==> src/rtl/csvt_pkg.sv <==
// Shared types, constants and codes of the CSV field tokenizer.
`timescale 1ns / 1ps

package csvt_pkg;

	// Field widths and limits
	localparam int BYTE_W      = 8;
	localparam int COL_W       = 7;
	localparam int MAX_COLUMNS = 64;

	// Result queue sizing
	localparam int FIFO_DEPTH = 4;
	localparam int FIFO_AW    = 2;

	// Special characters
	localparam logic [BYTE_W-1:0] CH_QUOTE = 8'h22;
	localparam logic [BYTE_W-1:0] CH_COMMA = 8'h2C;
	localparam logic [BYTE_W-1:0] CH_CR    = 8'h0D;
	localparam logic [BYTE_W-1:0] CH_LF    = 8'h0A;

	// Line modes
	localparam logic [1:0] LINE_CRLF = 2'd0;
	localparam logic [1:0] LINE_LF   = 2'd1;
	localparam logic [1:0] LINE_ANY  = 2'd2;

	// Result kinds
	localparam logic [1:0] KIND_CONTENT   = 2'd0;
	localparam logic [1:0] KIND_FIELD_END = 2'd1;
	localparam logic [1:0] KIND_ROW_END   = 2'd2;
	localparam logic [1:0] KIND_ERROR     = 2'd3;

	// Error codes
	localparam logic [1:0] ERR_NONE     = 2'd0;
	localparam logic [1:0] ERR_SHORT    = 2'd1;
	localparam logic [1:0] ERR_TOO_MANY = 2'd2;
	localparam logic [1:0] ERR_MID_ROW  = 2'd3;

	// Quote tracking
	typedef enum logic [2:0] {
		QP_OUT   = 3'b001,
		QP_IN    = 3'b010,
		QP_AFTER = 3'b100
	} quote_phase_t;

	typedef struct packed {
		logic [BYTE_W-1:0] out_byte;
		logic [1:0]        kind;
		logic [1:0]        error_code;
		logic [COL_W-1:0]  column_number;
		logic              last_of_item;
	} result_t;

	// Up to two results written into the queue in one cycle
	typedef struct packed {
		logic [1:0] count;
		result_t    first;
		result_t    second;
	} push_t;

	function automatic result_t make_result(
		input logic [BYTE_W-1:0] out_byte,
		input logic [1:0]        kind,
		input logic [1:0]        error_code,
		input logic [COL_W-1:0]  column_number
	);
		result_t r;
		r.out_byte      = out_byte;
		r.kind          = kind;
		r.error_code    = error_code;
		r.column_number = column_number;
		r.last_of_item  = 1'b0;
		return r;
	endfunction

endpackage

==> src/rtl/csvt_if.sv <==
// Channel interfaces of the CSV field tokenizer: input bytes, results, configuration.
`timescale 1ns / 1ps

interface csvt_in_if;
	logic                      valid;
	logic                      ready;
	logic [csvt_pkg::BYTE_W-1:0] in_byte;
	logic                      end_of_data;

	modport source(output valid, output in_byte, output end_of_data, input ready);
	modport sink(input valid, input in_byte, input end_of_data, output ready);
endinterface

interface csvt_out_if;
	logic                        valid;
	logic                        ready;
	logic [csvt_pkg::BYTE_W-1:0] out_byte;
	logic [1:0]                  kind;
	logic [1:0]                  error_code;
	logic [csvt_pkg::COL_W-1:0]  column_number;
	logic                        last_of_item;

	modport source(output valid, output out_byte, output kind, output error_code,
		output column_number, output last_of_item, input ready);
	modport sink(input valid, input out_byte, input kind, input error_code,
		input column_number, input last_of_item, output ready);
endinterface

interface csvt_cfg_if;
	logic       valid;
	logic       ready;
	logic [1:0] line_mode;

	modport source(output valid, output line_mode, input ready);
	modport sink(input valid, input line_mode, output ready);
endinterface

==> src/rtl/csvt_core.sv <==
// Input register, parse state and per-byte result decision of the CSV field tokenizer.
`timescale 1ns / 1ps

module csvt_core (
	input  logic                  clk,
	input  logic                  arst_n,
	csvt_in_if.sink               bytes,
	input  logic [1:0]            line_mode,
	input  logic                  room,
	output csvt_pkg::push_t       push
);

	// Input stage
	logic                          valid_s1;
	logic [csvt_pkg::BYTE_W-1:0]   byte_s1;
	logic                          eod_s1;
	logic                          fire;

	// Parse state
	csvt_pkg::quote_phase_t        quote_phase_q;
	logic                          cr_pending_q;
	logic                          at_row_start_q;
	logic                          learning_row_q;
	logic [csvt_pkg::COL_W-1:0]    column_total_q;
	logic [csvt_pkg::COL_W-1:0]    column_index_q;

	// Next state and results
	csvt_pkg::quote_phase_t        qp;
	logic                          crp;
	logic                          ars;
	logic                          lrn;
	logic [csvt_pkg::COL_W-1:0]    ctot;
	logic [csvt_pkg::COL_W-1:0]    cidx;
	logic [csvt_pkg::COL_W:0]      cnt;
	logic [1:0]                    err;
	logic                          done;
	logic                          do_end;
	csvt_pkg::push_t               res;

	function automatic csvt_pkg::push_t add_result(
		input csvt_pkg::push_t p,
		input csvt_pkg::result_t r
	);
		csvt_pkg::push_t q;
		q = p;
		if (p.count == 2'd0) begin
			q.first = r;
		end else begin
			q.second = r;
		end
		q.count = p.count + 2'd1;
		return q;
	endfunction

	assign fire        = valid_s1 && room;
	assign bytes.ready = !valid_s1 || fire;

	// Hold the accepted byte until the queue can take its results
	always_ff @(posedge clk or negedge arst_n) begin
		if (!arst_n) begin
			valid_s1 <= 1'b0;
		end else if (bytes.ready) begin
			valid_s1 <= bytes.valid;
		end
	end

	always_ff @(posedge clk) begin
		if (bytes.valid && bytes.ready) begin
			byte_s1 <= bytes.in_byte;
			eod_s1  <= bytes.end_of_data;
		end
	end

	// Decide the results of one byte and the next parse state
	always_comb begin
		qp     = quote_phase_q;
		crp    = cr_pending_q;
		ars    = at_row_start_q;
		lrn    = learning_row_q;
		ctot   = column_total_q;
		cidx   = column_index_q;
		cnt    = '0;
		err    = csvt_pkg::ERR_NONE;
		done   = 1'b0;
		do_end = 1'b0;
		res    = '0;

		// Quoted text
		unique case (quote_phase_q)
			csvt_pkg::QP_AFTER: begin
				if (byte_s1 == csvt_pkg::CH_QUOTE) begin
					res  = add_result(res, csvt_pkg::make_result(csvt_pkg::CH_QUOTE,
						csvt_pkg::KIND_CONTENT, csvt_pkg::ERR_NONE, cidx));
					ars  = 1'b0;
					qp   = csvt_pkg::QP_IN;
					done = 1'b1;
				end else begin
					qp = csvt_pkg::QP_OUT;
				end
			end
			csvt_pkg::QP_IN: begin
				done = 1'b1;
				if (byte_s1 == csvt_pkg::CH_QUOTE) begin
					qp = csvt_pkg::QP_AFTER;
				end else begin
					res = add_result(res, csvt_pkg::make_result(byte_s1,
						csvt_pkg::KIND_CONTENT, csvt_pkg::ERR_NONE, cidx));
					ars = 1'b0;
				end
			end
			csvt_pkg::QP_OUT: begin
			end
			default: begin
				qp = csvt_pkg::QP_OUT;
			end
		endcase

		// Resolve a pending CR: row end on LF, else a content CR
		if (!done && crp) begin
			crp = 1'b0;
			if (byte_s1 == csvt_pkg::CH_LF) begin
				do_end = 1'b1;
				done   = 1'b1;
			end else begin
				res = add_result(res, csvt_pkg::make_result(csvt_pkg::CH_CR,
					csvt_pkg::KIND_CONTENT, csvt_pkg::ERR_NONE, cidx));
				ars = 1'b0;
			end
		end

		// Unquoted text
		if (!done) begin
			if (byte_s1 == csvt_pkg::CH_QUOTE) begin
				qp  = csvt_pkg::QP_IN;
				ars = 1'b0;
			end else if (byte_s1 == csvt_pkg::CH_COMMA) begin
				res = add_result(res, csvt_pkg::make_result('0,
					csvt_pkg::KIND_FIELD_END, csvt_pkg::ERR_NONE, cidx));
				if (cidx < csvt_pkg::COL_W'(csvt_pkg::MAX_COLUMNS)) begin
					cidx = cidx + 1'b1;
				end
				ars = 1'b0;
			end else if (byte_s1 == csvt_pkg::CH_CR && line_mode == csvt_pkg::LINE_CRLF) begin
				crp = 1'b1;
			end else if ((byte_s1 == csvt_pkg::CH_CR && line_mode[1])
					|| byte_s1 == csvt_pkg::CH_LF) begin
				do_end = 1'b1;
			end else begin
				res = add_result(res, csvt_pkg::make_result(byte_s1,
					csvt_pkg::KIND_CONTENT, csvt_pkg::ERR_NONE, cidx));
				ars = 1'b0;
			end
		end

		// Close the row and check its field count; blank lines give nothing
		if (do_end && !ars) begin
			cnt = {1'b0, cidx} + 1'b1;
			if (lrn) begin
				if (cnt > (csvt_pkg::COL_W + 1)'(csvt_pkg::MAX_COLUMNS)) begin
					err  = csvt_pkg::ERR_TOO_MANY;
					ctot = csvt_pkg::COL_W'(csvt_pkg::MAX_COLUMNS);
				end else begin
					ctot = cnt[csvt_pkg::COL_W-1:0];
				end
				lrn = 1'b0;
			end else if (cnt < {1'b0, ctot}) begin
				err = csvt_pkg::ERR_SHORT;
			end else if (cnt > {1'b0, ctot}) begin
				err = csvt_pkg::ERR_TOO_MANY;
			end
			res = add_result(res, csvt_pkg::make_result('0,
				(err != csvt_pkg::ERR_NONE) ? csvt_pkg::KIND_ERROR : csvt_pkg::KIND_ROW_END,
				err, cidx));
			cidx = '0;
			ars  = 1'b1;
		end

		// End of text: flag an unfinished row, then start over
		if (eod_s1) begin
			if (!(ars && qp == csvt_pkg::QP_OUT && !crp)) begin
				res = '0;
				res = add_result(res, csvt_pkg::make_result('0,
					csvt_pkg::KIND_ERROR, csvt_pkg::ERR_MID_ROW, cidx));
			end
			qp   = csvt_pkg::QP_OUT;
			crp  = 1'b0;
			ars  = 1'b1;
			lrn  = 1'b1;
			ctot = '0;
			cidx = '0;
		end

		// Mark the final result of this byte
		if (res.count == 2'd1) begin
			res.first.last_of_item = 1'b1;
		end else if (res.count == 2'd2) begin
			res.second.last_of_item = 1'b1;
		end

		push = res;
		if (!fire) begin
			push.count = 2'd0;
		end
	end

	// Advance the parse state once per processed byte
	always_ff @(posedge clk or negedge arst_n) begin
		if (!arst_n) begin
			quote_phase_q  <= csvt_pkg::QP_OUT;
			cr_pending_q   <= 1'b0;
			at_row_start_q <= 1'b1;
			learning_row_q <= 1'b1;
			column_total_q <= '0;
			column_index_q <= '0;
		end else if (fire) begin
			quote_phase_q  <= qp;
			cr_pending_q   <= crp;
			at_row_start_q <= ars;
			learning_row_q <= lrn;
			column_total_q <= ctot;
			column_index_q <= cidx;
		end
	end

`ifndef NO_ASSERTIONS
	a_cr_outside_quotes: assert property (@(posedge clk) disable iff (!arst_n)
		cr_pending_q |-> quote_phase_q == csvt_pkg::QP_OUT)
		else $error("CR pending while inside quotes");

	a_eod_restarts: assert property (@(posedge clk) disable iff (!arst_n)
		fire && eod_s1 |=> at_row_start_q && learning_row_q && !cr_pending_q
			&& column_index_q == '0 && column_total_q == '0)
		else $error("state not restarted after end of data");

	a_column_saturates: assert property (@(posedge clk) disable iff (!arst_n)
		column_index_q <= csvt_pkg::COL_W'(csvt_pkg::MAX_COLUMNS))
		else $error("column index beyond limit");

	a_total_learned: assert property (@(posedge clk) disable iff (!arst_n)
		!learning_row_q |-> column_total_q != '0)
		else $error("column total empty after first row");
`endif

endmodule

==> src/rtl/csvt_result_fifo.sv <==
// Result queue of the CSV field tokenizer: takes up to two results, gives one per transfer.
`timescale 1ns / 1ps

module csvt_result_fifo (
	input  logic              clk,
	input  logic              arst_n,
	input  csvt_pkg::push_t   push,
	output logic              room,
	csvt_out_if.source        results
);

	csvt_pkg::result_t               mem_q [csvt_pkg::FIFO_DEPTH];
	logic [csvt_pkg::FIFO_AW-1:0]    wr_q;
	logic [csvt_pkg::FIFO_AW-1:0]    rd_q;
	logic [csvt_pkg::FIFO_AW:0]      count_q;
	logic [csvt_pkg::FIFO_AW-1:0]    wr_next;
	logic                            pop;
	csvt_pkg::result_t               head;

	assign wr_next = wr_q + 1'b1;
	assign pop     = results.valid && results.ready;
	assign room    = count_q <= (csvt_pkg::FIFO_AW + 1)'(csvt_pkg::FIFO_DEPTH - 2);
	assign head    = mem_q[rd_q];

	// Drive the output channel from the queue head
	assign results.valid         = count_q != '0;
	assign results.out_byte      = head.out_byte;
	assign results.kind          = head.kind;
	assign results.error_code    = head.error_code;
	assign results.column_number = head.column_number;
	assign results.last_of_item  = head.last_of_item;

	// Store incoming results
	always_ff @(posedge clk) begin
		if (push.count != 2'd0) begin
			mem_q[wr_q] <= push.first;
		end
		if (push.count == 2'd2) begin
			mem_q[wr_next] <= push.second;
		end
	end

	// Advance pointers and occupancy
	always_ff @(posedge clk or negedge arst_n) begin
		if (!arst_n) begin
			wr_q    <= '0;
			rd_q    <= '0;
			count_q <= '0;
		end else begin
			wr_q    <= wr_q + push.count[csvt_pkg::FIFO_AW-1:0];
			rd_q    <= rd_q + {{(csvt_pkg::FIFO_AW-1){1'b0}}, pop};
			count_q <= count_q + {{(csvt_pkg::FIFO_AW-1){1'b0}}, push.count}
				- {{csvt_pkg::FIFO_AW{1'b0}}, pop};
		end
	end

`ifndef NO_ASSERTIONS
	a_no_overflow: assert property (@(posedge clk) disable iff (!arst_n)
		push.count != 2'd0 |-> count_q <= (csvt_pkg::FIFO_AW + 1)'(csvt_pkg::FIFO_DEPTH - 2))
		else $error("result queue written without room");

	a_count_bound: assert property (@(posedge clk) disable iff (!arst_n)
		count_q <= (csvt_pkg::FIFO_AW + 1)'(csvt_pkg::FIFO_DEPTH))
		else $error("result queue count beyond depth");

	a_push_count: assert property (@(posedge clk) disable iff (!arst_n)
		push.count != 2'd3)
		else $error("more than two results for one byte");
`endif

endmodule

==> src/rtl/csv_field_tokenizer.sv <==
// Top level of the CSV field tokenizer: line mode register, parser core and result queue.
`timescale 1ns / 1ps

// Takes one CSV byte per transfer on bytes and gives unescaped content bytes, field ends,
// row ends and error marks on results, one result per transfer. A byte is accepted every
// cycle while the four-entry result queue has room for two results; a result reaches
// results after its byte has passed the input register and then the queue. Most bytes
// give zero or one result; a lone CR in CR LF mode comes out together with the byte
// after it, so such a byte can give two results, which leave one at a time through the
// single read port of the result queue. The user must write the line mode through cfg
// only while no byte is in flight; the block itself does not enforce this. cfg is
// always ready. There is no clearing pass after reset.
module csv_field_tokenizer (
	input  logic        clk,
	input  logic        arst_n,
	csvt_in_if.sink     bytes,
	csvt_out_if.source  results,
	csvt_cfg_if.sink    cfg
);

	logic [1:0]       line_mode_q;
	logic             room;
	csvt_pkg::push_t  push;

	// Hold the line mode register
	assign cfg.ready = 1'b1;

	always_ff @(posedge clk or negedge arst_n) begin
		if (!arst_n) begin
			line_mode_q <= csvt_pkg::LINE_CRLF;
		end else if (cfg.valid && cfg.ready) begin
			line_mode_q <= cfg.line_mode;
		end
	end

	csvt_core u_core (
		.clk       (clk),
		.arst_n    (arst_n),
		.bytes     (bytes),
		.line_mode (line_mode_q),
		.room      (room),
		.push      (push)
	);

	csvt_result_fifo u_fifo (
		.clk     (clk),
		.arst_n  (arst_n),
		.push    (push),
		.room    (room),
		.results (results)
	);

endmodule

==> src/flat_wrapper.sv <==
// flat-port wrapper written by rule: the top's interface ports become plain ports
module csv_field_tokenizer_flat 
  (clk, arst_n, bytes_valid, bytes_in_byte, bytes_end_of_data, bytes_ready, results_valid, results_out_byte, results_kind, results_error_code, results_column_number, results_last_of_item, results_ready, cfg_valid, cfg_line_mode, cfg_ready);
  csvt_in_if bytes_i ();
  csvt_out_if results_i ();
  csvt_cfg_if cfg_i ();
  input  logic clk;
  input  logic arst_n;
  input wire logic [$bits(bytes_i.valid)-1:0] bytes_valid;
  input wire logic [$bits(bytes_i.in_byte)-1:0] bytes_in_byte;
  input wire logic [$bits(bytes_i.end_of_data)-1:0] bytes_end_of_data;
  output wire logic [$bits(bytes_i.ready)-1:0] bytes_ready;
  output wire logic [$bits(results_i.valid)-1:0] results_valid;
  output wire logic [$bits(results_i.out_byte)-1:0] results_out_byte;
  output wire logic [$bits(results_i.kind)-1:0] results_kind;
  output wire logic [$bits(results_i.error_code)-1:0] results_error_code;
  output wire logic [$bits(results_i.column_number)-1:0] results_column_number;
  output wire logic [$bits(results_i.last_of_item)-1:0] results_last_of_item;
  input wire logic [$bits(results_i.ready)-1:0] results_ready;
  input wire logic [$bits(cfg_i.valid)-1:0] cfg_valid;
  input wire logic [$bits(cfg_i.line_mode)-1:0] cfg_line_mode;
  output wire logic [$bits(cfg_i.ready)-1:0] cfg_ready;
  assign bytes_i.valid = bytes_valid;
  assign bytes_i.in_byte = bytes_in_byte;
  assign bytes_i.end_of_data = bytes_end_of_data;
  assign bytes_ready = bytes_i.ready;
  assign results_valid = results_i.valid;
  assign results_out_byte = results_i.out_byte;
  assign results_kind = results_i.kind;
  assign results_error_code = results_i.error_code;
  assign results_column_number = results_i.column_number;
  assign results_last_of_item = results_i.last_of_item;
  assign results_i.ready = results_ready;
  assign cfg_i.valid = cfg_valid;
  assign cfg_i.line_mode = cfg_line_mode;
  assign cfg_ready = cfg_i.ready;
  csv_field_tokenizer u_core (.clk(clk), .arst_n(arst_n), .bytes(bytes_i), .results(results_i), .cfg(cfg_i));
endmodule
==> config.mk <==
export PLATFORM = sky130hd
export DESIGN_NAME = csv_field_tokenizer_flat
export DESIGN_NICKNAME = d
export VERILOG_FILES = /design/src/rtl/csvt_pkg.sv /design/src/rtl/csvt_if.sv /design/src/rtl/csvt_core.sv /design/src/rtl/csvt_result_fifo.sv /design/src/rtl/csv_field_tokenizer.sv /design/src/flat_wrapper.sv
export SDC_FILE = /design/constraint.sdc
export NUM_CORES = 1
export LEC_CHECK = 0
export ABC_AREA = 1
export ABC_CLOCK_PERIOD_IN_PS = 6490
export BUFFER_PORTS_ARGS = -buffer_cell sky130_fd_sc_hd__buf_4
export CORE_AREA = 2 2 160 162
export DETAILED_ROUTE_END_ITERATION = 10
export DIE_AREA = 0 0 162 164
export GPL_ROUTABILITY_DRIVEN = 1
export PLACE_DENSITY = 0.48
export RECOVER_POWER = 100
export SYNTH_ARGS = -nofsm -noshare
export SYNTH_HDL_FRONTEND = slang
export SYNTH_SLANG_ARGS = --single-unit
==> constraint.sdc <==
create_clock -name clk -period 6.49 [get_ports clk]
set_input_delay 1.6225 -clock clk [delete_from_list [all_inputs] [get_ports clk]]
set_output_delay 1.6225 -clock clk [all_outputs]
set_load 0.005 [all_outputs]
==> impl_metrics.json <==
{
  "finalPower_mw": 3.16,
  "min_from": "u_core.u_core.column_total_q[0]",
  "reg2reg_depth": 14,
  "first_global_vias": 5871,
  "ir_worst_vdd_mv": 0.139,
  "clk_latency_ps": 430,
  "synth_area_sq_mm": 0.00735,
  "setup_violations": 0,
  "critPathSlowestCell": "nand2_1",
  "routabilityCongestion": 0.906,
  "postCtsSetupBuffers": 0,
  "ant_nets": 0,
  "busiest_layer": "met2",
  "grt_use_total_pct": 16.6,
  "reg2reg_slack_ps": 1200,
  "n_antenna_cell": 0,
  "syn_inst": 889,
  "wl_microns": 21000,
  "die_w_microns": 162,
  "drt_iter0_markers": 502,
  "grt_use_met3_pct": 2.73,
  "failed_checks": "max-capacitance violations, max-slew violations",
  "p_sw_share_pct": 35.2,
  "syn2layout_area_growth_pct": 14.4,
  "hold_violations": 0,
  "holdPathEnd": "u_core.u_core.column_total_q[0]",
  "vias": 6102,
  "synth_common_cells": "221 x nand2_1, 89 x edfxtp_1, 80 x o21ai_0",
  "routedWlPerCell_microns": 16.8,
  "cp_cell_sequence": "inv_1 > nand2_1 > nor2_1 > nand3_1 > nand2_4 > a21oi_1 > nand2_1 > nand3_1 > nand2_1 > xnor2_4 > clkinvlp_2 > nor3_4 > inv_2 > nand2_1",
  "crit_top_cell": "nand2_1",
  "worst_r2r_endpoint": "u_core.u_fifo.mem_q[2][3]",
  "pwr-share-seq_pct": 35.7,
  "p_leak_nw": 3.42,
  "post_cts_resized": 0,
  "r2r_start": "u_core.u_core.byte_s1[0]",
  "grt_pass1_wl_microns": 33600,
  "fin_setup_tns_ps": 0,
  "internal_power_mw": 2.05,
  "overflow": 0,
  "max_freq_mhz": 189,
  "row_count": 58,
  "post-synth-top-count-cell": "nand2_1",
  "io_buffers": 37,
  "ys_ff_latch": 119,
  "drcViolationCount": 0,
  "worst_setup_path_end_kind": "flop",
  "min_path_type": "flop to flop",
  "rsz0062_at_grt": "false",
  "skew_ps": 15.7,
  "worst-path-buf-inv": 3,
  "synthTopCellsByArea": "edfxtp_1 36%, nand2_1 11%, dfrtp_1 9.2%",
  "met2_usage_pct": 26.1,
  "antenna_found_initial": 0,
  "netlist.area_leader.share_pct": 36.4,
  "drive_above_1_share_pct": 12.0,
  "cts_hold_buf": 0,
  "synth_fp_nets": 924,
  "worst_slew_pin_slew_ps": 1940,
  "synth_warnings": 0,
  "cts_sinks": 119,
  "synth_seq_area_share_pct": 46.6,
  "p_sw_mw": 1.11,
  "hold_depth": 2,
  "avgSynthCellArea_sq_um": 8.27,
  "dieArea_sq_mm": 0.0266,
  "pwr_density_cell_mw_per_mm2": 375,
  "grt_max_degree": 43,
  "clk_path_buf_depth": 2,
  "ys.flop_type": "edfxtp_1",
  "arrival_ps": 5320,
  "drt-pass1-iter-count": 5,
  "h-tree-depth": 4,
  "ios": 39,
  "slew_viol_final": 31,
  "synthArstFlopShare_pct": 25.2,
  "grt_util_met1_pct": 23.4,
  "yosysTopAreaCell": "edfxtp_1",
  "viasPerCell": 4.87,
  "crit_type": "flop to flop",
  "cts_made_buffers": 17,
  "critPathTopFamily": "simple AND/OR/NAND/NOR gates",
  "start_kind": "flop",
  "p_clk_share_pct": 32.2,
  "cts.clk_slew.worst_paths_ps": 60,
  "ys_types": 51,
  "hpwl_microns": 15000,
  "post-route-period-util_pct": 81.5,
  "nets": 944,
  "max_stage_delay_ps": 940,
  "maxCapViolCount": 1,
  "start_util_pct": 29.6,
  "cts-root-buf": "clkbuf_16",
  "relSlewSlack_pct": -29.3,
  "combPwrFrac_pct": 32.1,
  "tritoncts": "yes",
  "cp_data_required_time_ps": 6520,
  "coreArea_sq_mm": 0.0248,
  "worst-path-max-fanout": 30,
  "outcome": "finished with violations",
  "fp.dieH_microns": 164,
  "synth-edff-count": 89,
  "period_minus_slack_ps": 5290
}
## worst max-delay path by stage
stage	from	to	slack (ps)	cells after the start
after CTS	u_core.u_core.byte_s1[0]	u_core.u_fifo.mem_q[2][2]	1560	18
after global placement	u_core.u_core.byte_s1[0]	u_core.u_fifo.mem_q[2][2]	1590	18
after detailed placement	u_core.u_core.byte_s1[0]	u_core.u_fifo.mem_q[2][2]	1570	18
final	u_core.u_core.byte_s1[0]	u_core.u_fifo.mem_q[2][3]	1200	14
after global routing	u_core.u_core.byte_s1[0]	u_core.u_fifo.mem_q[3][2]	680	15
after floorplan	u_core.u_core.byte_s1[0]	u_core.u_fifo.mem_q[1][0]	2030	18
## flip-flops by register name, indices dropped and copies added (netlist names)
signal and flops:
u_core.u_core.cr_pending_q 1, u_core.u_core.quote_phase_q 3, u_core.u_fifo.mem_q 80, u_core.u_fifo.rd_q 2
u_core.u_core.byte_s1 8, u_core.u_core.at_row_start_q 1, u_core.u_core.valid_s1 1, u_core.u_fifo.wr_q 2
u_core.u_core.eod_s1 1, u_core.u_fifo.count_q 3, u_core.u_core.learning_row_q 1, u_core.u_core.column_index_q 7
u_core.line_mode_q 2, u_core.u_core.column_total_q 7
## worst min-delay path: stages, from the launching register on
cell and delay (ps):
dfrtp_1 340, nand2_1 50, o21ai_0 60
## cell families after synthesis
group / Yosys count / synth area share [%]
fa+ha+maj: 19 / 3.34
mux: 2 / 0.306
compound gates: 223 / 16.8
buf+inv: 130 / 7.78
simple gates: 385 / 23.5
xor+xnor: 10 / 1.55
flops: 119 / 46.6
other cells: 1 / 0.0510
## through the flow
stage          hold WS, ps  utilization (%)  instances  setup slack (ps)  cell area [sq um]
2_1_floorplan          457                -        889              2030               7350
3_3_place_gp           486             31.6       1220              1590               7850
3_5_place_dp           487             31.6       1220              1570               7850
4_1_cts                500             34.1       1252              1560               8470
5_1_grt                532             33.9       1252               677               8410
6_report               494             33.9       1252              1200               8410
## cell type report
type	instances	area, sq um
Clock inverter	11	173
Clock buffer	21	450
Inverter	89	338
Timing Repair Buffer	42	297
Sequential cell	119	3430
Fill cell	2617	16400
Multi-Input combinational cell	640	3310
Tap cell	330	413
## layout by cell type, fill, tap and decap left out, types with 17 or more instances in the layout
cell / count
edfxtp_1: 89
dfrtp_1: 27
a21oi_1: 24
o21ai_0: 135
nand2_1: 225
o22ai_1: 36
nand3_1: 36
ha_1: 18
clkbuf_16: 17
nor2_1: 75
clkbuf_4: 31
inv_1: 76
## routing by layer
metal / vias to the layer above / wire length, microns
met1: 2839 / 10500
met4: 0 / 335
met3: 26 / 808
met5: - / 0
li1: 3087 / -
met2: 150 / 9390
## power groups by stage
stage	registers (mW)	logic, mW	clock network, mW
detailed placement	1.14	1.07	0
floorplan	1.10	0.647	0
global route	1.15	1.15	1.07
global placement	1.14	1.07	0
CTS	1.13	1.07	1.03
finish	1.13	1.01	1.02
(Power assumes the default switching activity.)
